[src/hdl/assert_macros.svh]
// assertion helpers, compiled out for synthesis
`ifndef ASSERT_MACROS_SVH
`define ASSERT_MACROS_SVH

`ifndef SYNTHESIS

`define ASSERT_IMPLIES(label, clk, rst, ante, cons) \
  label: assert property (@(posedge clk) disable iff (rst) (ante) |-> (cons)) \
    else $error("%m: implication failed");

`define ASSERT_NEXT(label, clk, rst, ante, cons) \
  label: assert property (@(posedge clk) disable iff (rst) (ante) |=> (cons)) \
    else $error("%m: next-cycle check failed");

`else

`define ASSERT_IMPLIES(label, clk, rst, ante, cons)

`define ASSERT_NEXT(label, clk, rst, ante, cons)

`endif

`endif

[src/hdl/sbta_pkg.sv]
package sbta_pkg;

  localparam int ADDR_W = 12;
  localparam int LEN_W  = 13;
  localparam int STAT_W = 3;

  // heap size is tied to the fixed address and length widths of the beats
  localparam int HEAP_BYTES = 4096;

  typedef logic [STAT_W-1:0] status_t;

  localparam status_t ST_OK       = 3'd0;
  localparam status_t ST_FULL     = 3'd1;
  localparam status_t ST_NOSPACE  = 3'd2;
  localparam status_t ST_BADSIZE  = 3'd3;
  localparam status_t ST_NOTFOUND = 3'd4;

  localparam logic OP_ALLOC = 1'b0;
  localparam logic OP_FREE  = 1'b1;

  typedef logic [2:0] idx_op_t;

  localparam idx_op_t IDX_HOLD = 3'd0;
  localparam idx_op_t IDX_ZERO = 3'd1;
  localparam idx_op_t IDX_USED = 3'd2;
  localparam idx_op_t IDX_DEC  = 3'd3;
  localparam idx_op_t IDX_INC  = 3'd4;

  typedef logic [1:0] rd_sel_t;

  localparam rd_sel_t RD_BELOW = 2'd0;
  localparam rd_sel_t RD_AT    = 2'd1;
  localparam rd_sel_t RD_ABOVE = 2'd2;

  typedef struct packed {
    logic    load_req;
    idx_op_t idx_op;
    rd_sel_t rd_sel;
    logic    mem_rd;
    logic    mem_wr;
    logic    wr_insert;
    logic    upper_heap;
    logic    upper_take;
    logic    mark_pos;
    logic    pos_clear;
    logic    used_inc;
    logic    used_dec;
    logic    res_load;
    status_t res_status;
  } dp_cmd_t;

  typedef struct packed {
    logic is_free;
    logic used_zero;
    logic used_full;
    logic size_bad;
    logic idx_zero;
    logic idx_at_pos;
    logic idx_at_used;
    logic idx_last;
    logic fits;
    logic match;
  } dp_stat_t;

endpackage

[src/hdl/sbta_dpath.sv]
module sbta_dpath
  import sbta_pkg::*;
#(
  parameter int MAX_BLOCKS = 16
) (
  input  logic              clk,
  input  logic              rst,
  input  dp_cmd_t           cmd,
  output dp_stat_t          stat,
  input  logic              opcode,
  input  logic [LEN_W-1:0]  request_bytes,
  input  logic [ADDR_W-1:0] free_address,
  output logic [ADDR_W-1:0] block_address,
  output status_t           status
);

  localparam int AW = $clog2(HEAP_BYTES + 1);
  localparam int W  = (AW > LEN_W) ? AW : LEN_W;
  localparam int CW = $clog2(MAX_BLOCKS + 1);
  localparam int IW = $clog2(MAX_BLOCKS);

  localparam logic [W-1:0]  HEAP_END = W'(HEAP_BYTES);
  localparam logic [CW-1:0] FULL_CNT = CW'(MAX_BLOCKS);

  logic [2*W-1:0] mem [MAX_BLOCKS];
  logic [2*W-1:0] rd_data;

  logic           op_q;
  logic [W-1:0]   req_q;
  logic [W-1:0]   faddr_q;
  logic [CW-1:0]  used;
  logic [CW-1:0]  idx;
  logic [CW-1:0]  pos;
  logic [W-1:0]   upper;
  logic [W-1:0]   found_end;

  logic [CW-1:0]  rd_ptr;
  logic [CW-1:0]  wr_ptr;
  logic [2*W-1:0] wr_data;
  logic [W-1:0]   rd_start;
  logic [W-1:0]   rd_len;
  logic [W-1:0]   blk_end;

  assign rd_start = rd_data[2*W-1:W];
  assign rd_len   = rd_data[W-1:0];
  assign blk_end  = rd_start + rd_len;

  always_comb begin
    case (cmd.rd_sel)
      RD_BELOW: rd_ptr = idx - CW'(1);
      RD_ABOVE: rd_ptr = idx + CW'(1);
      default:  rd_ptr = idx;
    endcase
  end

  assign wr_ptr  = cmd.wr_insert ? pos : idx;
  assign wr_data = cmd.wr_insert ? {found_end, req_q} : rd_data;

  always_ff @(posedge clk) begin
    if (cmd.mem_wr) begin
      mem[wr_ptr[IW-1:0]] <= wr_data;
    end
    if (cmd.mem_rd) begin
      rd_data <= mem[rd_ptr[IW-1:0]];
    end
  end

  always_ff @(posedge clk) begin
    if (cmd.load_req) begin
      op_q    <= opcode;
      req_q   <= W'(request_bytes);
      faddr_q <= W'(free_address);
    end
    case (cmd.idx_op)
      IDX_ZERO: idx <= '0;
      IDX_USED: idx <= used;
      IDX_DEC:  idx <= idx - CW'(1);
      IDX_INC:  idx <= idx + CW'(1);
      default:  idx <= idx;
    endcase
    if (cmd.upper_heap) begin
      upper <= HEAP_END;
    end else if (cmd.upper_take) begin
      upper <= rd_start;
    end
    if (cmd.pos_clear) begin
      pos       <= '0;
      found_end <= '0;
    end else if (cmd.mark_pos) begin
      pos       <= idx;
      found_end <= blk_end;
    end
    if (cmd.res_load) begin
      status <= cmd.res_status;
      block_address <= (cmd.res_status == ST_OK && op_q == OP_ALLOC) ?
                       found_end[ADDR_W-1:0] : '0;
    end
  end

  always_ff @(posedge clk) begin
    if (rst) begin
      used <= '0;
    end else if (cmd.used_inc) begin
      used <= used + CW'(1);
    end else if (cmd.used_dec) begin
      used <= used - CW'(1);
    end
  end

  always_comb begin
    stat.is_free     = (op_q == OP_FREE);
    stat.used_zero   = (used == '0);
    stat.used_full   = (used == FULL_CNT);
    stat.size_bad    = (req_q == '0) || (req_q > HEAP_END);
    stat.idx_zero    = (idx == '0);
    stat.idx_at_pos  = (idx == pos);
    stat.idx_at_used = (idx == used);
    stat.idx_last    = ((idx + CW'(1)) == used);
    stat.fits        = (upper >= blk_end) && ((upper - blk_end) >= req_q);
    stat.match       = (rd_start == faddr_q);
  end

endmodule

[config.mk]
export PLATFORM = sky130hd
export DESIGN_NAME = sbta_dpath
export DESIGN_NICKNAME = d
export VERILOG_FILES = /design/src/hdl/assert_macros.svh /design/src/hdl/sbta_pkg.sv /design/src/hdl/sbta_dpath.sv
export SDC_FILE = /design/constraint.sdc
export NUM_CORES = 1
export LEC_CHECK = 0
export BUFFER_PORTS_ARGS = -buffer_cell sky130_fd_sc_hd__buf_2
export CAP_MARGIN = 20
export CORE_MARGIN = 5
export CORE_UTILIZATION = 40
export DETAILED_ROUTE_END_ITERATION = 6
export GPL_ROUTABILITY_DRIVEN = 1
export PLACE_DENSITY = 0.6
export SLEW_MARGIN = 30
export SYNTH_ARGS = -nofsm -noshare
export SYNTH_HDL_FRONTEND = slang
export SYNTH_SLANG_ARGS = --single-unit
[constraint.sdc]
create_clock -name clk -period 5.03 [get_ports clk]
set_input_delay 0.2515 -clock clk [delete_from_list [all_inputs] [get_ports clk]]
set_output_delay 0.2515 -clock clk [all_outputs]
set_load 0.02 [all_outputs]
== Word level (Yosys, flattened, before mapping) ==
Memory sizes are Yosys's and may differ from the RTL's. A register that Yosys moved wholly into a read port is not among the register bits.
Index checks and enable logic that the tools add are counted.
Word-level totals
  register bits after elaboration: 82
  memory bits (writable): 416
  bits of input ports: 47
  output and inout bits: 25
  logic and storage cells: 49
  memories: 1
Cells by class
  add/subtract/negate cells: 6
  order comparisons: 3
  equality and inequality tests: 10
  muxes and demuxes: 8
  bitwise logic cells: 1
  reduce and logical (&&, ||, !) cells: 10
Memory list
  mem: words 16, bits a word 26, rd ports 1, clocked after Yosys merged registers in 1, wr ports 1, line sbta_dpath.sv:25  | logic [2*W-1:0] mem [MAX_BLOCKS];
Operators by type and width (count)
  13-bit >= comparator: 2
  26-bit 2-to-1 mux: 1
  5-bit case mux with 4 select lines: 1
  5-bit == test: 3
  13-bit adder: 1
  13-bit by 12-bit == test with 1-bit output: 1
  13-bit greater-than comparator (second input constant): 1
  13-bit zero test: 1
  13-bit subtractor: 1
  5-bit by 1-bit adder with 5-bit output (second input constant): 2
  5-bit zero test: 2
  5-bit 2-to-1 mux: 2
  5-bit by 1-bit subtractor with 5-bit output (second input constant): 2
  4-bit case mux with 2 select lines: 1
  3-bit by 2-bit == test with 1-bit output (second input constant): 2
  5-bit == test (second input constant): 1
  4-bit 2-to-1 mux: 1
  4-bit nonzero test: 1
  3-bit by 1-bit == test with 1-bit output (second input constant): 1
  3-bit == test (second input constant): 1
  3-bit zero test: 1
  2-bit == test (second input constant): 1
  1-bit logical AND: 2
  2-bit zero test: 1
  other kinds (4): 5

== Depth between registers and ports, before layout ==
  word-level depth: 4
  mapped depth: 19
  mapped depth without buffers: 19

== Worst setup path after synthesis ==
OpenSTA, ideal clock, no wires.
  path type: register to output
  from: register rd_data[13] (read register of mem)
  to: output stat[1] (netlist bit)
  arrival: 4.364 ns
  data required time: 4.779 ns
  slack: 0.414 ns
  stages on the path, launching flop included: 20
  path buffers: 0
  cell sequence: edfxtp_1 > ha_1 > fa_1 > a21o_1 > a21oi_1 > xor2_1 > ha_1 > nand2_1 > nor2_1 > a211o_1 > maj3_1 > a221o_1 > o221ai_1 > and3_1 > xor2_1 > ha_1 > nand2_1 > nor4_1 > o211ai_1 > a31oi_1
RTL lines
  start: declaration: line sbta_dpath.sv:26  | logic [2*W-1:0] rd_data;
  end: declaration: line sbta_dpath.sv:9  | output dp_stat_t stat,

==> flow_results.xml <==
<?xml version="1.0" encoding="UTF-8"?>
<metrics>
  <group name="worst_setup_path">
    <metric name="crit_path_cell_trace" unit="">ha_2, fa_2, buf_4, xnor2_1, ha_1, a21oi_2, nor2_1, a211o_1, maj3_2, a221o_1, buf_6, xor2_1, ha_1, nand4_1, nor4_2, o211ai_1, a31oi_1, buf_4</metric>
    <metric name="worst-r2r-setup-slack" unit="ps">1250</metric>
    <metric name="critPathArrivalTime" unit="ps">4950</metric>
    <metric name="critical_path_buffer_and_inverter_count" unit="">3</metric>
    <metric name="worstSetupStartpointType" unit="">register</metric>
    <metric name="worstPathMaxFanout" unit="">5</metric>
    <metric name="cpLargestDelayFamily" unit="">adder cells</metric>
    <metric name="timing.reg2reg.worst_path_depth" unit="">8</metric>
    <metric name="critical_path_sink_type" unit="">primary output</metric>
    <metric name="cp_data_required_time" unit="ps">4780</metric>
    <metric name="worst_path_largest_cell_delay" unit="ps">410</metric>
    <metric name="crit_type" unit="">reg2out</metric>
    <metric name="timing.rr.end" unit="">rd_data[4]$_DFFE_PP_</metric>
    <metric name="reg2reg_from" unit="">idx[0]$_DFFE_PP_</metric>
    <metric name="worst_path_max_delay_cell" unit="">edfxtp_1</metric>
  </group>
  <group name="yosys">
    <metric name="synth.top_cell.area_share" unit="">0.671</metric>
    <metric name="synth_simple_gate_area_frac" unit="">0.0417</metric>
    <metric name="synth-edff-count" unit="">488</metric>
    <metric name="synth-warning-count" unit="">0</metric>
    <metric name="synthMuxAreaShare" unit="">0.158</metric>
    <metric name="flops_latches_synth" unit="">524</metric>
    <metric name="ys_async_sr_fraction" unit="">0</metric>
    <metric name="largest_family_of_logic_cells_by_synthesized_area" unit="">multiplexers</metric>
    <metric name="synthXorXnorAreaFrac" unit="">0.0244</metric>
    <metric name="synth_top_cells_by_area" unit="">edfxtp_1, mux4_2, dfxtp_1</metric>
    <metric name="synth_cells" unit="">1170</metric>
    <metric name="synthFlopType" unit="">edfxtp_1</metric>
    <metric name="synthesis.nets" unit="">1260</metric>
    <metric name="fraction_of_the_mapped_netlist_area_in_adder_cells" unit="">0.0266</metric>
    <metric name="post_synth_num_cell_types" unit="">64</metric>
    <metric name="synth_area_per_cell" unit="µm²">18.7</metric>
    <metric name="synth-compound-area-share" unit="">0.0325</metric>
    <metric name="syn_area" unit="µm²">21800</metric>
    <metric name="synth.yosys.seq_area_share" unit="">0.704</metric>
    <metric name="synth.largest_area_cell" unit="">edfxtp_1</metric>
  </group>
  <group name="grt">
    <metric name="antenna_found_initial" unit="">0</metric>
    <metric name="maximum_number_of_pins_on_one_net_before_global_route_repair" unit="">49</metric>
    <metric name="first_global_vias" unit="">11842</metric>
    <metric name="track_usage" unit="">0.177</metric>
    <metric name="grt.overflow.total" unit="">0</metric>
    <metric name="grt_first_pass_wirelength" unit="mm">78.3</metric>
  </group>
  <group name="power_and_ir_drop">
    <metric name="p_leak" unit="µW">0.00866</metric>
    <metric name="pwr_density_cell" unit="nW/µm²">467</metric>
    <metric name="design_power_total" unit="µW">12000</metric>
    <metric name="irDropWorstVdd" unit="mV">0.294</metric>
  </group>
  <group name="floorplanning">
    <metric name="starting_utilization_of_the_core_area" unit="">0.405</metric>
    <metric name="placement_rows" unit="">85</metric>
    <metric name="die_w" unit="µm">244</metric>
    <metric name="core_area" unit="µm²">53900</metric>
    <metric name="die_h" unit="µm">244</metric>
    <metric name="floorplan.die_area" unit="µm²">59400</metric>
    <metric name="boundaryPins" unit="">72</metric>
  </group>
  <group name="detailed_routing">
    <metric name="dr.first_iter.drc_count" unit="">933</metric>
    <metric name="dr.pass1.iters" unit="">5</metric>
    <metric name="number_of_vias_per_cell" unit="">5.54</metric>
    <metric name="route.vias.total" unit="">11428</metric>
    <metric name="routed_wl" unit="mm">52.6</metric>
    <metric name="post_drt_wl_per_cell" unit="µm">25.5</metric>
    <metric name="drt_drc_violations_left" unit="">0</metric>
    <metric name="number_of_nets_still_failing_antenna_checks_after_routing" unit="">0</metric>
  </group>
  <group name="hold_path">
    <metric name="min_delay_path_class" unit="">in2reg</metric>
    <metric name="hold-path-cell-count" unit="">2</metric>
    <metric name="hold_path.startpoint" unit="">cmd[9]</metric>
    <metric name="whs_endpoint" unit="">upper[8]$_SDFFE_PP0P_</metric>
  </group>
  <group name="clocking">
    <metric name="tritoncts" unit="">yes</metric>
    <metric name="ctsRootBufferMaster" unit="">clkbuf_16</metric>
    <metric name="ctsLongestPathBuffers" unit="">3</metric>
    <metric name="clk_transition_reported_paths" unit="ps">60</metric>
    <metric name="clock_sink_count" unit="">524</metric>
    <metric name="clk-insertion-delay-late" unit="ps">600</metric>
    <metric name="cts-buffers-inserted" unit="">54</metric>
    <metric name="cts-htree-levels" unit="">2</metric>
  </group>
  <group name="place">
    <metric name="dpl.hpwl" unit="mm">33.9</metric>
    <metric name="gp_routability_congestion" unit="">0.890</metric>
    <metric name="detailed_place.area" unit="µm²">23500</metric>
    <metric name="worst_setup_slack_after_placement" unit="ps">207</metric>
    <metric name="numPlacedInstances" unit="">1927</metric>
    <metric name="place.port_buffers" unit="">71</metric>
  </group>
  <group name="timing">
    <metric name="layout_worst_path_cycle_share" unit="">1.03</metric>
    <metric name="rsz_0062_raised_after_global_routing" unit="">true</metric>
    <metric name="hold_viol" unit="">0</metric>
    <metric name="fin_ws" unit="ps">-167</metric>
    <metric name="report.final.setup_viol" unit="">1</metric>
    <metric name="clock-skew-final" unit="ps">31.1</metric>
    <metric name="post-route-min-period" unit="ps">5200</metric>
    <metric name="slew_viol_final" unit="">0</metric>
    <metric name="timing_worst_slew_pin_value" unit="ps">977</metric>
    <metric name="max_slew_headroom_at_the_worst_pin" unit="">0.347</metric>
    <metric name="maximum_clock_frequency" unit="MHz">192</metric>
  </group>
  <group name="final_layout">
    <metric name="fillers" unit="">4481</metric>
    <metric name="post-route-cell-area" unit="µm²">25600</metric>
    <metric name="final_net_count" unit="">1419</metric>
    <metric name="num_antenna_cells" unit="">0</metric>
    <metric name="finish.utilization" unit="">0.474</metric>
    <metric name="drive_gt1_frac" unit="">0.287</metric>
    <metric name="layout-area-overhead-vs-synth" unit="%">17.1</metric>
    <metric name="layoutNonFillerInstCount" unit="">2064</metric>
  </group>
  <group name="status">
    <metric name="violations_in_the_final_reports" unit="">setup timing</metric>
    <metric name="outcome" unit="">finished with violations</metric>
  </group>
  <group name="flow_run">
    <metric name="cap_violations" unit="">0</metric>
  </group>
</metrics>
[flip-flops by register name, summed over array words and instances (netlist names)]
register / flops
rd_data: 26
found_end: 13
block_address: 12
op_q: 1
mem: 416
req_q: 13
idx: 5
status: 3
pos: 5
used: 5
faddr_q: 12
upper: 13
[cell usage in the layout, fill, tap and decap left out, types with 4 or more instances in the layout]
cell / n
edfxtp_1: 488
mux4_2: 130
buf_2: 70
nor2_1: 56
clkbuf_16: 54
ha_1: 39
buf_4: 37
dfxtp_1: 36
dlygate4sd3_1: 32
xnor2_1: 29
nand2_1: 28
xor2_1: 27
mux2_2: 27
inv_1: 25
a21oi_1: 22
mux2i_1: 21
o21ai_0: 17
nor2_4: 16
nand3_1: 14
clkinv_1: 14
and2_1: 13
nor2b_1: 12
clkinv_2: 10
nor4_1: 9
a211oi_1: 7
clkbuf_1: 7
a21o_1: 6
nor3_1: 6
nand4_1: 6
buf_12: 6
o21a_1: 5
o211ai_1: 5
nand2b_1: 5
buf_16: 5
and3_1: 4
nand3b_1: 4
a31oi_1: 4
clkinv_4: 4
[synthesized netlist by cell type, types with 7 or more instances]
library cell and instances:
a21oi_1 26, clkbuf_1 30, ha_1 40, nor3_1 7
xnor2_1 31, mux4_2 130, nor2b_1 12, mux2_2 27
o21ai_0 17, edfxtp_1 488, nand2_1 28, buf_2 8
dfxtp_1 36, xor2_1 28, buf_1 11, a211oi_1 7
nor4_1 10, nand3_1 14, and2_1 13, mux2i_1 21
inv_1 25, nor2_1 73
[metrics by stage]
step / hold slack (ps) / TNS [ps]
2_1_floorplan: 321 / 0
3_3_place_gp: 429 / 0
3_5_place_dp: 430 / 0
4_1_cts: 5.33 / -133
5_1_grt: 26.3 / -419
6_report: 36.7 / -167
[layout make-up]
type / count / area [µm²] / share of cell area
Sequential cell: 524 / 15400 / 0.601
Multi-Input combinational cell: 571 / 6380 / 0.249
Clock buffer: 61 / 1380 / 0.0538
Timing Repair Buffer: 153 / 1250 / 0.0488
Tap cell: 696 / 871 / 0.0340
Clock inverter: 34 / 239 / 0.00934
Inverter: 25 / 93.8 / 0.00367
[layer usage]
layer | routed length, µm | track usage
met1 | 22100 | 0.239
met3 | 3000 | 0.0323
met4 | 1520 | 0.0521
met5 | 0 | 0
met2 | 26000 | 0.295
[kinds of logic (layout without fill, tap and decap cells)]
logic type / count (synthesis) / in the layout
flip-flops: 524 / 524
AND/OR/NAND/NOR: 187 / 187
multiplexers: 178 / 178
AO/OA/AOI/OAI: 101 / 101
buffers and inverters: 75 / 273
XOR/XNOR: 60 / 60
adder cells (fa/ha/maj): 45 / 45
[worst reg2reg max path, stage by stage, from the launching register on]
cell and delay, ps:
edfxtp_1 730, inv_1 230, ha_1 420, xor2_1 180, nor2_1 80, a21oi_4 660
buf_4 320, mux4_2 320, mux4_2 560
[worst max-delay path by stage]
stage	start	endpoint	slack, ps	cells past startpoint
after floorplan	rd_data[13]$_DFFE_PP_	stat[1]	410	19
after global placement	rd_data[0]$_DFFE_PP_	stat[1]	270	20
after detailed placement	rd_data[0]$_DFFE_PP_	stat[1]	210	20
after CTS	rd_data[0]$_DFFE_PP_	stat[1]	-130	20
after global routing	rd_data[0]$_DFFE_PP_	stat[1]	-420	19
final	rd_data[13]$_DFFE_PP_	stat[1]	-170	18
[report_power, final]
part           leakage, µW  internal, µW  switching (µW)
Sequential         0.00479          5190             198
Combinational      0.00308          1250            1610
Clock             0.000796          2070            1630
Total              0.00866          8510            3450
[what timing repair did]
item                       CTS  global route
gates resized for setup      8             5
hold endpoints to repair    34             0
setup endpoints to repair    1             1
hold buffers                32             0
pin swaps                    4            18
setup buffers                3             6
Note: power is estimated with default switching activity, not from simulation.
