[src/hdl/assert_macros.svh]
// assertion helpers, compiled out for synthesis
`ifndef ASSERT_MACROS_SVH
`define ASSERT_MACROS_SVH

`ifndef SYNTHESIS

`define ASSERT_IMPLIES(label, clk, rst, ante, cons) \
  label: assert property (@(posedge clk) disable iff (rst) (ante) |-> (cons)) \
    else $error("%m: implication failed");

`define ASSERT_NEXT(label, clk, rst, ante, cons) \
  label: assert property (@(posedge clk) disable iff (rst) (ante) |=> (cons)) \
    else $error("%m: next-cycle check failed");

`else

`define ASSERT_IMPLIES(label, clk, rst, ante, cons)

`define ASSERT_NEXT(label, clk, rst, ante, cons)

`endif

`endif

[src/hdl/sbta_pkg.sv]
package sbta_pkg;

  localparam int ADDR_W = 12;
  localparam int LEN_W  = 13;
  localparam int STAT_W = 3;

  // heap size is tied to the fixed address and length widths of the beats
  localparam int HEAP_BYTES = 4096;

  typedef logic [STAT_W-1:0] status_t;

  localparam status_t ST_OK       = 3'd0;
  localparam status_t ST_FULL     = 3'd1;
  localparam status_t ST_NOSPACE  = 3'd2;
  localparam status_t ST_BADSIZE  = 3'd3;
  localparam status_t ST_NOTFOUND = 3'd4;

  localparam logic OP_ALLOC = 1'b0;
  localparam logic OP_FREE  = 1'b1;

  typedef logic [2:0] idx_op_t;

  localparam idx_op_t IDX_HOLD = 3'd0;
  localparam idx_op_t IDX_ZERO = 3'd1;
  localparam idx_op_t IDX_USED = 3'd2;
  localparam idx_op_t IDX_DEC  = 3'd3;
  localparam idx_op_t IDX_INC  = 3'd4;

  typedef logic [1:0] rd_sel_t;

  localparam rd_sel_t RD_BELOW = 2'd0;
  localparam rd_sel_t RD_AT    = 2'd1;
  localparam rd_sel_t RD_ABOVE = 2'd2;

  typedef struct packed {
    logic    load_req;
    idx_op_t idx_op;
    rd_sel_t rd_sel;
    logic    mem_rd;
    logic    mem_wr;
    logic    wr_insert;
    logic    upper_heap;
    logic    upper_take;
    logic    mark_pos;
    logic    pos_clear;
    logic    used_inc;
    logic    used_dec;
    logic    res_load;
    status_t res_status;
  } dp_cmd_t;

  typedef struct packed {
    logic is_free;
    logic used_zero;
    logic used_full;
    logic size_bad;
    logic idx_zero;
    logic idx_at_pos;
    logic idx_at_used;
    logic idx_last;
    logic fits;
    logic match;
  } dp_stat_t;

endpackage

[src/hdl/sbta_ctrl.sv]
module sbta_ctrl
  import sbta_pkg::*;
(
  input  logic     clk,
  input  logic     rst,
  input  logic     in_valid,
  output logic     in_ready,
  output logic     out_valid,
  input  logic     out_ready,
  input  dp_stat_t stat,
  output dp_cmd_t  cmd
);

  localparam logic [3:0] S_IDLE  = 4'd0;
  localparam logic [3:0] S_CHECK = 4'd1;
  localparam logic [3:0] S_A_RD  = 4'd2;
  localparam logic [3:0] S_A_EV  = 4'd3;
  localparam logic [3:0] S_UP    = 4'd4;
  localparam logic [3:0] S_UPW   = 4'd5;
  localparam logic [3:0] S_INS   = 4'd6;
  localparam logic [3:0] S_F_RD  = 4'd7;
  localparam logic [3:0] S_F_EV  = 4'd8;
  localparam logic [3:0] S_DN    = 4'd9;
  localparam logic [3:0] S_DNW   = 4'd10;
  localparam logic [3:0] S_OUT   = 4'd11;

  logic [3:0] state, state_next;
  status_t    res_code, res_code_next;
  logic       out_valid_next;

  assign in_ready = (state == S_IDLE);

  always_comb begin
    state_next    = state;
    res_code_next = res_code;
    cmd           = '0;
    cmd.idx_op    = IDX_HOLD;
    cmd.rd_sel    = RD_AT;
    cmd.res_status = res_code;
    case (state)
      S_IDLE: begin
        if (in_valid) begin
          cmd.load_req = 1'b1;
          state_next   = S_CHECK;
        end
      end
      S_CHECK: begin
        if (stat.is_free) begin
          cmd.idx_op = IDX_ZERO;
          state_next = S_F_RD;
        end else if (stat.used_full) begin
          res_code_next = ST_FULL;
          state_next    = S_OUT;
        end else if (stat.size_bad) begin
          res_code_next = ST_BADSIZE;
          state_next    = S_OUT;
        end else if (stat.used_zero) begin
          cmd.pos_clear = 1'b1;
          state_next    = S_INS;
        end else begin
          cmd.idx_op     = IDX_USED;
          cmd.upper_heap = 1'b1;
          state_next     = S_A_RD;
        end
      end
      // scan downward, gap above entry idx-1
      S_A_RD: begin
        if (stat.idx_zero) begin
          res_code_next = ST_NOSPACE;
          state_next    = S_OUT;
        end else begin
          cmd.mem_rd = 1'b1;
          cmd.rd_sel = RD_BELOW;
          state_next = S_A_EV;
        end
      end
      S_A_EV: begin
        if (stat.fits) begin
          cmd.mark_pos = 1'b1;
          cmd.idx_op   = IDX_USED;
          state_next   = S_UP;
        end else begin
          cmd.upper_take = 1'b1;
          cmd.idx_op     = IDX_DEC;
          state_next     = S_A_RD;
        end
      end
      // open a hole at the insert position
      S_UP: begin
        if (stat.idx_at_pos) begin
          state_next = S_INS;
        end else begin
          cmd.mem_rd = 1'b1;
          cmd.rd_sel = RD_BELOW;
          state_next = S_UPW;
        end
      end
      S_UPW: begin
        cmd.mem_wr = 1'b1;
        cmd.idx_op = IDX_DEC;
        state_next = S_UP;
      end
      S_INS: begin
        cmd.mem_wr    = 1'b1;
        cmd.wr_insert = 1'b1;
        cmd.used_inc  = 1'b1;
        res_code_next = ST_OK;
        state_next    = S_OUT;
      end
      S_F_RD: begin
        if (stat.idx_at_used) begin
          res_code_next = ST_NOTFOUND;
          state_next    = S_OUT;
        end else begin
          cmd.mem_rd = 1'b1;
          cmd.rd_sel = RD_AT;
          state_next = S_F_EV;
        end
      end
      S_F_EV: begin
        if (stat.match) begin
          state_next = S_DN;
        end else begin
          cmd.idx_op = IDX_INC;
          state_next = S_F_RD;
        end
      end
      // close the hole left by the freed entry
      S_DN: begin
        if (stat.idx_last) begin
          cmd.used_dec  = 1'b1;
          res_code_next = ST_OK;
          state_next    = S_OUT;
        end else begin
          cmd.mem_rd = 1'b1;
          cmd.rd_sel = RD_ABOVE;
          state_next = S_DNW;
        end
      end
      S_DNW: begin
        cmd.mem_wr = 1'b1;
        cmd.idx_op = IDX_INC;
        state_next = S_DN;
      end
      S_OUT: begin
        if (!out_valid || out_ready) begin
          cmd.res_load = 1'b1;
          state_next   = S_IDLE;
        end
      end
      default: begin
        state_next = S_IDLE;
      end
    endcase
  end

  always_comb begin
    out_valid_next = out_valid;
    if (out_valid && out_ready) begin
      out_valid_next = 1'b0;
    end
    if (cmd.res_load) begin
      out_valid_next = 1'b1;
    end
  end

  always_ff @(posedge clk) begin
    if (rst) begin
      state     <= S_IDLE;
      res_code  <= ST_OK;
      out_valid <= 1'b0;
    end else begin
      state     <= state_next;
      res_code  <= res_code_next;
      out_valid <= out_valid_next;
    end
  end

endmodule

[config.mk]
export PLATFORM = sky130hd
export DESIGN_NAME = sbta_ctrl
export DESIGN_NICKNAME = d
export VERILOG_FILES = /design/src/hdl/assert_macros.svh /design/src/hdl/sbta_pkg.sv /design/src/hdl/sbta_ctrl.sv
export SDC_FILE = /design/constraint.sdc
export NUM_CORES = 1
export LEC_CHECK = 0
export BUFFER_PORTS_ARGS = -buffer_cell sky130_fd_sc_hd__buf_2
export CAP_MARGIN = 15
export CORE_MARGIN = 2
export CORE_UTILIZATION = 43
export DETAILED_ROUTE_END_ITERATION = 10
export PLACE_DENSITY = 0.75
export SLEW_MARGIN = 25
export SYNTH_ARGS = -nofsm -noshare
export SYNTH_HDL_FRONTEND = slang
export SYNTH_SLANG_ARGS = --single-unit
[constraint.sdc]
create_clock -name clk -period 1.8 [get_ports clk]
set_input_delay 0.27 -clock clk [delete_from_list [all_inputs] [get_ports clk]]
set_output_delay 0.27 -clock clk [all_outputs]
set_load 0.05 [all_outputs]
After elaboration in Yosys (flattened, before gate mapping)
Index checks and enable logic that the tools add are counted.

word-level totals
  register bits = 8
  latch bits = 0
  bits in writable memories = 0
  memory bits (read-only) = 0
  input port bits = 14
  memories kept = 0

cells by class
  add/subtract/negate cells = 0
  $mul = 0
  div/mod/pow operators = 0
  $lt $le $gt $ge = 0
  equal/unequal tests = 18
  shift-type cells = 0
  multiplexer cells = 55
  bitwise logic cells = 0
  reduce and logical (&&, ||, !) cells = 9

operators by type and width
  kind                                            number
  case mux 4 bit (12 select lines)                1
  2-to-1 mux 3 bit                                10
  case mux 3 bit (5 select lines)                 2
  2-to-1 mux 4 bit                                7
  2-to-1 mux 1 bit                                25
  2-to-1 mux 2 bit                                9
  == test 4 x 3 -> 1 bit (second input constant)  4
  == test 4 bit (second input constant)           4
  inequality test 2 bit (second input constant)   6
  case mux 3 bit (4 select lines)                 1
  == test 4 x 2 -> 1 bit (second input constant)  2
  AND reduction 6 bit                             1
  nonzero test 5 bit                              1
  == test 4 x 1 -> 1 bit (second input constant)  1
  zero test 4 bit                                 1
  inequality test 3 bit (second input constant)   1
  OR reduction 3 bit                              1
  AND reduction 2 bit                             1
  nonzero test 2 bit                              1
  logical AND 1 bit                               1
  zero test 1 bit                                 1
  logical OR 1 bit                                1

Depth between registers and ports, before layout
Gate-level depths: netlist of run 1.

  depth in word-level cells = 5
  mapped depth = 6

Worst setup path before layout of run 1
Ideal clock, no wire load.

  path type = reg-to-output
  from = register state[2]
  to = output port cmd[18] (netlist bit)
  arrival = 2.672 ns
  required time = 1.530 ns
  setup slack = -1.142 ns
  stages on the path, launching flop included = 4
  path buffers = 1
  cell sequence = dfxtp_1 -> buf_6 -> nor4_1 -> and2_1

RTL lines
  what                      RTL line          RTL
  start: declaration        sbta_ctrl.sv:27   logic [3:0] state, state_next;
  start signal: assignment  sbta_ctrl.sv:173  state <= state_next;
  end: declaration          sbta_ctrl.sv:11   output dp_cmd_t cmd

==> results of run 1 <==
[Yosys cell counts, types with 2 or more instances]
library cell / count
nor2_1: 8
o22ai_1: 3
nand2b_1: 8
clkbuf_1: 9
o32ai_1: 3
dfxtp_1: 8
and3_1: 3
nand3_1: 2
o211ai_1: 2
a211o_1: 2
nor4_1: 2
a21oi_1: 6
inv_1: 4
o31ai_1: 3
and2_1: 3
nand2_1: 7
a221oi_1: 2
buf_4: 2
nor3_1: 8
o21ai_0: 7
nor2b_1: 7
buf_6: 2
a21boi_0: 2
a22oi_1: 4
or3_1: 2
a21o_1: 3
[where the power goes]
part	internal [mW]	total, mW	switching (mW)
registers	0.248	0.343	0.0957
logic	0.752	1.91	1.15
clock network	0.0774	0.155	0.0771
total	1.08	2.40	1.33
[per-stage QoR]
step / utilization / instance area (um2) / cells
2_1_floorplan: - / 1010 / 128
3_3_place_gp: 0.641 / 1260 / 192
3_5_place_dp: 0.641 / 1260 / 192
4_1_cts: 0.697 / 1370 / 196
5_1_grt: 0.722 / 1420 / 196
6_report: 0.722 / 1420 / 196
[routing by layer]
layer	part of all wire	vias to the layer above	GRT usage
met1	0.40	545	0.299
li1	-	564	-
met3	0.062	8	0.0394
met2	0.52	54	0.462
met4	0.018	0	0.157
met5	0	-	0
[state kept, by name (all words and copies together), names as in the netlist]
register,count
res_code,3
out_valid,1
state,4
[logic make-up (layout without fill, tap and decap cells)]
| kind of cell | count (synthesis) | count (layout) |
|---|---|---|
| AND/OR/NAND/NOR | 56 | 56 |
| flip-flops | 8 | 8 |
| AO/OA/AOI/OAI | 45 | 45 |
| XOR/XNOR | 1 | 1 |
| buffers and inverters | 18 | 59 |
[timing repair]
item                                    CTS  global route
endpoints found under the setup margin   12            11
pin swaps                                 1             3
buffers inserted                          1             0
gates resized for setup                  27            13
[area by class of cell]
| cell class | instances | area (um2) |
|---|---|---|
| sequential | 8 | 170 |
| clock buffer | 3 | 22.5 |
| inverter | 4 | 15.0 |
| timing repair buffer | 52 | 362 |
| fill | 168 | 546 |
| multi-input combinational | 102 | 813 |
| tap | 27 | 33.8 |
[final timing paths]
kind	end	from
worst max register to register	res_code[2]	state[2]
worst min register to register	res_code[0]	res_code[0]
worst min-delay path	state[3]	rst
worst max-delay path	cmd[16]	state[2]
[worst register-to-register path, stage by stage (launching register included)]
cell and delay, ps:
dfxtp_2 350, or2_4 290, or4_4 550, and4_4 200, a211o_1 210
==> flow_summary.json, run 1 <==
{
  "status": "finished with violations",
  "violations": "negative setup slack",
  "path_depth": 5,
  "drt-total-wl_um": 3140,
  "yosysUniqueCellTypes": 42,
  "clockBufferDepth": 2,
  "synth_edf_count": 0,
  "syn-num-nets": 142,
  "critPathBufInv": 1,
  "synth_top_area_share": 0.180,
  "end_kind": "output port",
  "drv_cap": 0,
  "worstPathRequired_ps": 1530,
  "fin_total_pwr_mw": 2.40,
  "viasPerCell": 5.97,
  "setup_tns_ps": -17.6,
  "syn2layout_area_growth_pct": 59.0,
  "fin_nets": 185,
  "cts_root_buffer": "clkbuf_4",
  "tritoncts": "yes",
  "syn-cell-area_um2": 891,
  "fin_crit_sh": 1.01,
  "final_common_cell": "buf_2",
  "rr_worst_depth": 4,
  "synthAdderAreaFrac": 0,
  "pre_cts_ws_ps": 63.5,
  "ys_seq_area_frac": 0.180,
  "p_leak_nw": 0.620,
  "synth.yosys.warnings": 0,
  "htree_levels": 1,
  "synth_compound_area_frac": 0.355,
  "hold_class": "input pin to flop",
  "hold_depth": 2,
  "dp_hpwl_um": 2190,
  "synthXorXnorAreaFrac": 0.00983,
  "mostFrequentLayoutCells": "24 x buf_2, 22 x buf_4, 6 x nand2b_1, 6 x o21ai_0",
  "path_delay_family": "simple AND/OR/NAND/NOR gates",
  "rows": 16,
  "drive_above_1_share": 0.527,
  "async_flop_share": 0,
  "crit_slowest_cell": "dfxtp_2",
  "cp-start-kind": "flop",
  "r2r_setup_slack_ps": 90,
  "crit_arrival_ps": 1550,
  "ys_ff_latch": 8,
  "path_class": "flop to output port",
  "drtPass1Iterations": 4,
  "peakVddDrop_mv": 1.04,
  "core_region_area_um2": 1960,
  "synth_top_family_by_area": "compound AO/OA/AOI/OAI gates",
  "synth_simple_gate_area_frac": 0.353,
  "grt_start_max_net_pins": 17,
  "crit_fanout": 4,
  "max_stage_delay_ps": 350,
  "power_density_nw_per_um2": 1700,
  "clk_pin_slew_worst_paths_ps": 60,
  "design.die.area_um2": 2450,
  "syn-instance-count": 128,
  "grt.total_usage": 0.263,
  "period_needed_ps": 1820,
  "setup_viol": 1,
  "max_freq_mhz": 550,
  "die_w_um": 49.5,
  "grt_pass1_wl_um": 4850,
  "setup_slack_ps": -17.6,
  "die_h_um": 49.5,
  "syn_avg_cell_area_um2": 6.96,
  "crit_chain": "or2_4 > nor3_4 > nand2_2 > o22ai_4 > buf_6",
  "place_congestion": 0.873,
  "finalHoldViolations": 0,
  "fin_skew_ps": 1.51,
  "antenna_found_initial": 0,
  "antenna_cells": 0,
  "slew-limit-headroom": 0.774,
  "postRouteAntennaNets": 0,
  "cts_buffers": 3,
  "overflow": 0,
  "synth_area_leaders": "dfxtp_1 18%, nand2b_1 5.6%, nor2b_1 4.9%",
  "synthMuxAreaShare": 0,
  "ys.flop_type": "dfxtp_1",
  "drt-wirelength-per-cell_um": 16.0,
  "grt_pass1_vias": 1072,
  "io_buffers": 34,
  "clk_latency_ps": 270,
  "rsz0062_at_grt": "true",
  "via_count": 1171,
  "cts.sinks": 8,
  "io_pins": 35,
  "start_util": 0.454,
  "synth_top_area_cell": "dfxtp_1",
  "whs_ps": 334,
  "slew_viol_final": 0,
  "drtIter0Drc": 36,
  "hold_buffers": 0,
  "drt_drc_violations_left": 0,
  "worst_slew_pin_slew_ps": 335
}
(Power assumes the default switching activity.)
==> run 2, diff against run 1 <==
Settings changed: REMOVE_ABC_BUFFERS set to 1.
==> run 2 against run 1 <==
The run still ends with negative setup slack left. Combinational power fell by 8%. Core utilization fell by 4.7 points. Via count rose by 2.3%. Maximum frequency rose by 0.10%. Largest cell class unchanged. Count of clock-buffer cells in the layout did not move. Highest routed layer unchanged. Global-route usage fell by 1.1 points. Clock power fell by 3%. Setup slack improved by 1.8 ps. Sequential cell count did not move. Critical path depth did not move. First-iteration DRC count rose by 83%. Final cell count did not move.
==> flow_summary.json, run 2 (same netlist as run 1, synthesis figures left out) <==
{
  "clk_pin_slew_worst_paths_ps": 60,
  "core_region_area_um2": 1960,
  "antenna_found_initial": 0,
  "slew-limit-headroom": 0.731,
  "p_sw_frac": 0.555,
  "worstPathRequired_ps": 1530,
  "largest_register_ffs": 4,
  "fin_skew_ps": 12.1,
  "final_core_util": 0.675,
  "drtIter0Drc": 66,
  "end_kind": "output port",
  "hold_buffers": 0,
  "status": "finished with violations",
  "syn2layout_area_growth_pct": 48.6,
  "hold_class": "input pin to flop",
  "slew_viol_final": 0,
  "whs_ps": 370,
  "grt_start_max_net_pins": 15,
  "crit_fanout": 10,
  "die_h_um": 49.5,
  "top_regs": "state (4), res_code (3), out_valid (1)",
  "postPlaceCellArea_um2": 1150,
  "setup_tns_ps": -15.8,
  "drtPass1Iterations": 4,
  "pre_cts_ws_ps": 60.0,
  "cts.sinks": 8,
  "crit_arrival_ps": 1550,
  "cp-start-kind": "flop",
  "grt_pass1_vias": 1063,
  "fin_total_pwr_mw": 2.25,
  "grt_pass1_wl_um": 4830,
  "place_congestion": 0.915,
  "fin_nets": 185,
  "place_inst": 192,
  "drv_cap": 0,
  "setup_slack_ps": -15.8,
  "cts_buffers": 3,
  "rsz0062_at_grt": "true",
  "drive_above_1_share": 0.462,
  "p_int_mw": 1.00,
  "path_delay_family": "simple AND/OR/NAND/NOR gates",
  "final_area_um2": 1320,
  "htree_levels": 1,
  "io_pins": 35,
  "critPathBufInv": 1,
  "peakVddDrop_mv": 1.28,
  "final_common_cell": "buf_2",
  "combPwrFrac": 0.784,
  "postRouteAntennaNets": 0,
  "cts_root_buffer": "clkbuf_4",
  "drt-wirelength-per-cell_um": 16.5,
  "design.die.area_um2": 2450,
  "path_class": "flop to output port",
  "seq_power_share": 0.150,
  "largest-register": "state",
  "r2r_setup_slack_ps": 90,
  "tritoncts": "yes",
  "violations": "negative setup slack",
  "io_buffers": 34,
  "antenna_cells": 0,
  "p_leak_nw": 0.599,
  "max_stage_delay_ps": 370,
  "switching_power_mw": 1.25,
  "clockPowerShare": 0.067,
  "clk_latency_ps": 270,
  "max_freq_mhz": 551,
  "drt-total-wl_um": 3230,
  "worst_slew_pin_slew_ps": 401,
  "overflow": 0,
  "rows": 16,
  "power_density_nw_per_um2": 1700,
  "mostFrequentLayoutCells": "25 x buf_2, 21 x buf_4, 8 x nor2_1",
  "drt_drc_violations_left": 0,
  "setup_viol": 1,
  "crit_slowest_cell": "dfxtp_4",
  "grt.total_usage": 0.252,
  "viasPerCell": 6.11,
  "period_needed_ps": 1820,
  "dp_hpwl_um": 2260,
  "die_w_um": 49.5,
  "clockBufferDepth": 2,
  "fin_crit_sh": 1.01,
  "start_util": 0.454,
  "crit_chain": "or2_4 > nor3_4 > nand2_2 > o22ai_2 > buf_6",
  "via_count": 1198,
  "instances_no_fill": 196,
  "finalHoldViolations": 0
}
[run 2: final timing paths]
| path | depth (start not counted) | start | endpoint |
|---|---|---|---|
| worst max-delay path | 5 | state[3] | cmd[16] |
| worst min-delay path | 2 | rst | out_valid |
| worst max register to register | 4 | state[3] | res_code[2] |
| worst min register to register | 2 | res_code[0] | res_code[0] |
[run 2: cell type report]
| type | instances | area [um2] |
|---|---|---|
| clock buffer | 3 | 22.5 |
| fill | 173 | 638 |
| inverter | 4 | 15.0 |
| multi-input combinational | 102 | 732 |
| sequential | 8 | 170 |
| tap | 27 | 33.8 |
| timing repair buffer | 52 | 350 |
[run 2: power groups by stage]
stage	logic, mW	registers, mW	clock network, mW
5_1_grt	1.86	0.343	0.159
3_3_place_gp	1.45	0.316	0
3_5_place_dp	1.47	0.322	0
2_1_floorplan	0.847	0.440	0
6_report	1.76	0.338	0.150
4_1_cts	1.55	0.335	0.150
[run 2: routing by layer]
| metal | global-route usage | share of wire |
|---|---|---|
| met5 | 0 | 0 |
| met4 | 0.130 | 0.028 |
| met3 | 0.0455 | 0.075 |
| met2 | 0.426 | 0.51 |
| met1 | 0.305 | 0.39 |
[run 2: repair_timing]
action                     CTS  global route
gates resized for setup     18            28
hold endpoints to repair     0             0
buffers inserted             0             1
pin swaps                    2             3
setup endpoints to repair   16            10
[run 2: worst register-to-register path, delay by kind of cell, from the launching register on]
family | cells | cell delay, ps
and+or+nand+nor | 3 | 1020
AOI/OAI and AO/OA | 1 | 210
DFF | 1 | 370
==> run 3, diff against run 2 <==
==> constraint.sdc (replaced) <==
create_clock -name clk -period 1.8 [get_ports clk]
set_input_delay 0.54 -clock clk [delete_from_list [all_inputs] [get_ports clk]]
set_output_delay 0.54 -clock clk [all_outputs]
set_load 0.05 [all_outputs]
==> run 3 against run 2 <==
The flow still finishes with violations (negative setup slack). Setup slack got worse by 310 ps. Final cell count increased by 12%. Power up 23%. Worst hold slack better by 150 ps. Non-clock buffer count rose by 24. Critical path depth stayed put. Combinational power increased by 28%. Count of clock-buffer cells in the layout stayed put. Clock skew up 1.9 ps. Global-route usage grew 6.3 points. Wire length increased by 37%. Register-to-register slack worse by 50 ps. Critical endpoint unchanged. Highest routed layer unchanged.
==> flow_summary.json, run 3 (same netlist as run 1, synthesis figures left out) <==
{
  "status": "finished with violations",
  "violations": "negative setup slack",
  "hold_class": "flop to flop",
  "drive_above_1_share": 0.601,
  "rr_startpoint": "state[1]",
  "setup_slack_ps": -324,
  "power_density_nw_per_um2": 1640,
  "fin_nets": 209,
  "dp_hpwl_um": 2600,
  "period_needed_ps": 2120,
  "postRouteAntennaNets": 0,
  "clk_latency_ps": 270,
  "rr_worst_depth": 5,
  "r2r-end": "res_code[2]",
  "fin_skew_ps": 14.1,
  "seq_power_share": 0.133,
  "end_kind": "output port",
  "mostFrequentLayoutCells": "40 x buf_4, 17 x buf_2, 16 x buf_6",
  "switching_power_mw": 1.47,
  "final_common_cell": "buf_4",
  "clk_pin_slew_worst_paths_ps": 70,
  "largest_register_ffs": 4,
  "drtIter0Drc": 143,
  "path_class": "flop to output port",
  "r2r_setup_slack_ps": 40,
  "drt-wirelength-per-cell_um": 20.1,
  "crit_fanout": 5,
  "largest-register": "state",
  "drtPass1Iterations": 5,
  "antenna_cells": 0,
  "die_h_um": 49.5,
  "p_int_mw": 1.31,
  "hold_buffers": 0,
  "io_buffers": 34,
  "grt_pass1_vias": 1285,
  "tritoncts": "yes",
  "via_count": 1422,
  "grt_start_max_net_pins": 14,
  "slew_viol_final": 0,
  "fin_crit_sh": 1.18,
  "combPwrFrac": 0.811,
  "start_util": 0.454,
  "min_to": "res_code[0]",
  "peakVddDrop_mv": 1.23,
  "viasPerCell": 6.46,
  "cp-start-kind": "flop",
  "drt-total-wl_um": 4430,
  "design.die.area_um2": 2450,
  "drv_cap": 0,
  "instances_no_fill": 220,
  "rsz0062_at_grt": "true",
  "place_congestion": 0.958,
  "syn2layout_area_growth_pct": 90.2,
  "die_w_um": 49.5,
  "worst_slew_pin_slew_ps": 461,
  "rows": 16,
  "hold_depth": 2,
  "p_leak_nw": 0.756,
  "slew-limit-headroom": 0.690,
  "grt.total_usage": 0.315,
  "drt_drc_violations_left": 0,
  "clockBufferDepth": 2,
  "final_core_util": 0.864,
  "htree_levels": 1,
  "cts_root_buffer": "clkbuf_4",
  "core_region_area_um2": 1960,
  "worstPathRequired_ps": 1260,
  "overflow": 0,
  "grt_pass1_wl_um": 5970,
  "crit_arrival_ps": 1580,
  "io_pins": 35,
  "top_regs": "state (4), res_code (3), out_valid (1)",
  "setup_viol": 17,
  "finalHoldViolations": 0,
  "hold_start": "res_code[0]",
  "cts.sinks": 8,
  "cts_buffers": 3,
  "max_freq_mhz": 471,
  "clockPowerShare": 0.056,
  "place_inst": 215,
  "antenna_found_initial": 0,
  "fillers": 121,
  "p_sw_frac": 0.528
}
==> run 3: cell type report <==
class	count	area, um2	area share
clock buffer	3	22.5	0.0133
inverter	4	15.0	0.00886
multi-input combinational	102	837	0.494
sequential	8	175	0.103
tap	27	33.8	0.0199
timing repair buffer	76	611	0.360
==> run 3: layer usage <==
layer	vias up	wire (um)	GRT usage
li1	610	-	-
met1	666	1580	0.374
met2	104	2170	0.561
met3	42	413	0.0727
met4	0	266	0.0972
met5	-	0	0
==> run 3: power groups by stage <==
stage | registers (mW) | logic [mW] | clock network, mW
floorplan | 0.440 | 0.847 | 0
global placement | 0.314 | 1.64 | 0
detailed placement | 0.318 | 1.67 | 0
CTS | 0.344 | 1.93 | 0.155
global route | 0.373 | 2.36 | 0.168
finish | 0.369 | 2.25 | 0.157
==> run 3: critical path, stage by stage, from the launching register on <==
cell and delay (ps):
dfxtp_4 370, or2_4 270, nor3_4 140, nand2_1 110
o22ai_1 200, buf_4 220
==> run 3: through the flow <==
stage               hold slack [ps]  setup TNS, ps  power (mW)  setup slack [ps]  area, um2
global placement                490           -876        1.95              -215       1320
global route                    540          -3610        2.90              -391       1690
detailed placement              503          -1280        1.99              -245       1320
finish                          516          -2760        2.77              -324       1690
CTS                             511          -2760        2.43              -311       1530
floorplan                       609         -13120        1.29             -1500        815
==> run 3: worst max path at each step <==
stage	start	endpoint	slack [ps]	cells past startpoint
after floorplan	state[0]	cmd[18]	-1500	2
after global placement	stat[2]	cmd[12]	-220	5
after detailed placement	stat[2]	cmd[12]	-240	5
after CTS	state[2]	cmd[12]	-310	5
after global routing	state[1]	cmd[16]	-390	5
final	state[3]	cmd[16]	-320	5
==> run 3: timing repair <==
action / 4_1_cts / 5_1_grt
endpoints found under the setup margin: 18 / 18
hold endpoints to repair: 0 / 0
pin swaps: 1 / 2
resized for setup: 51 / 36
setup buffers: 0 / 3
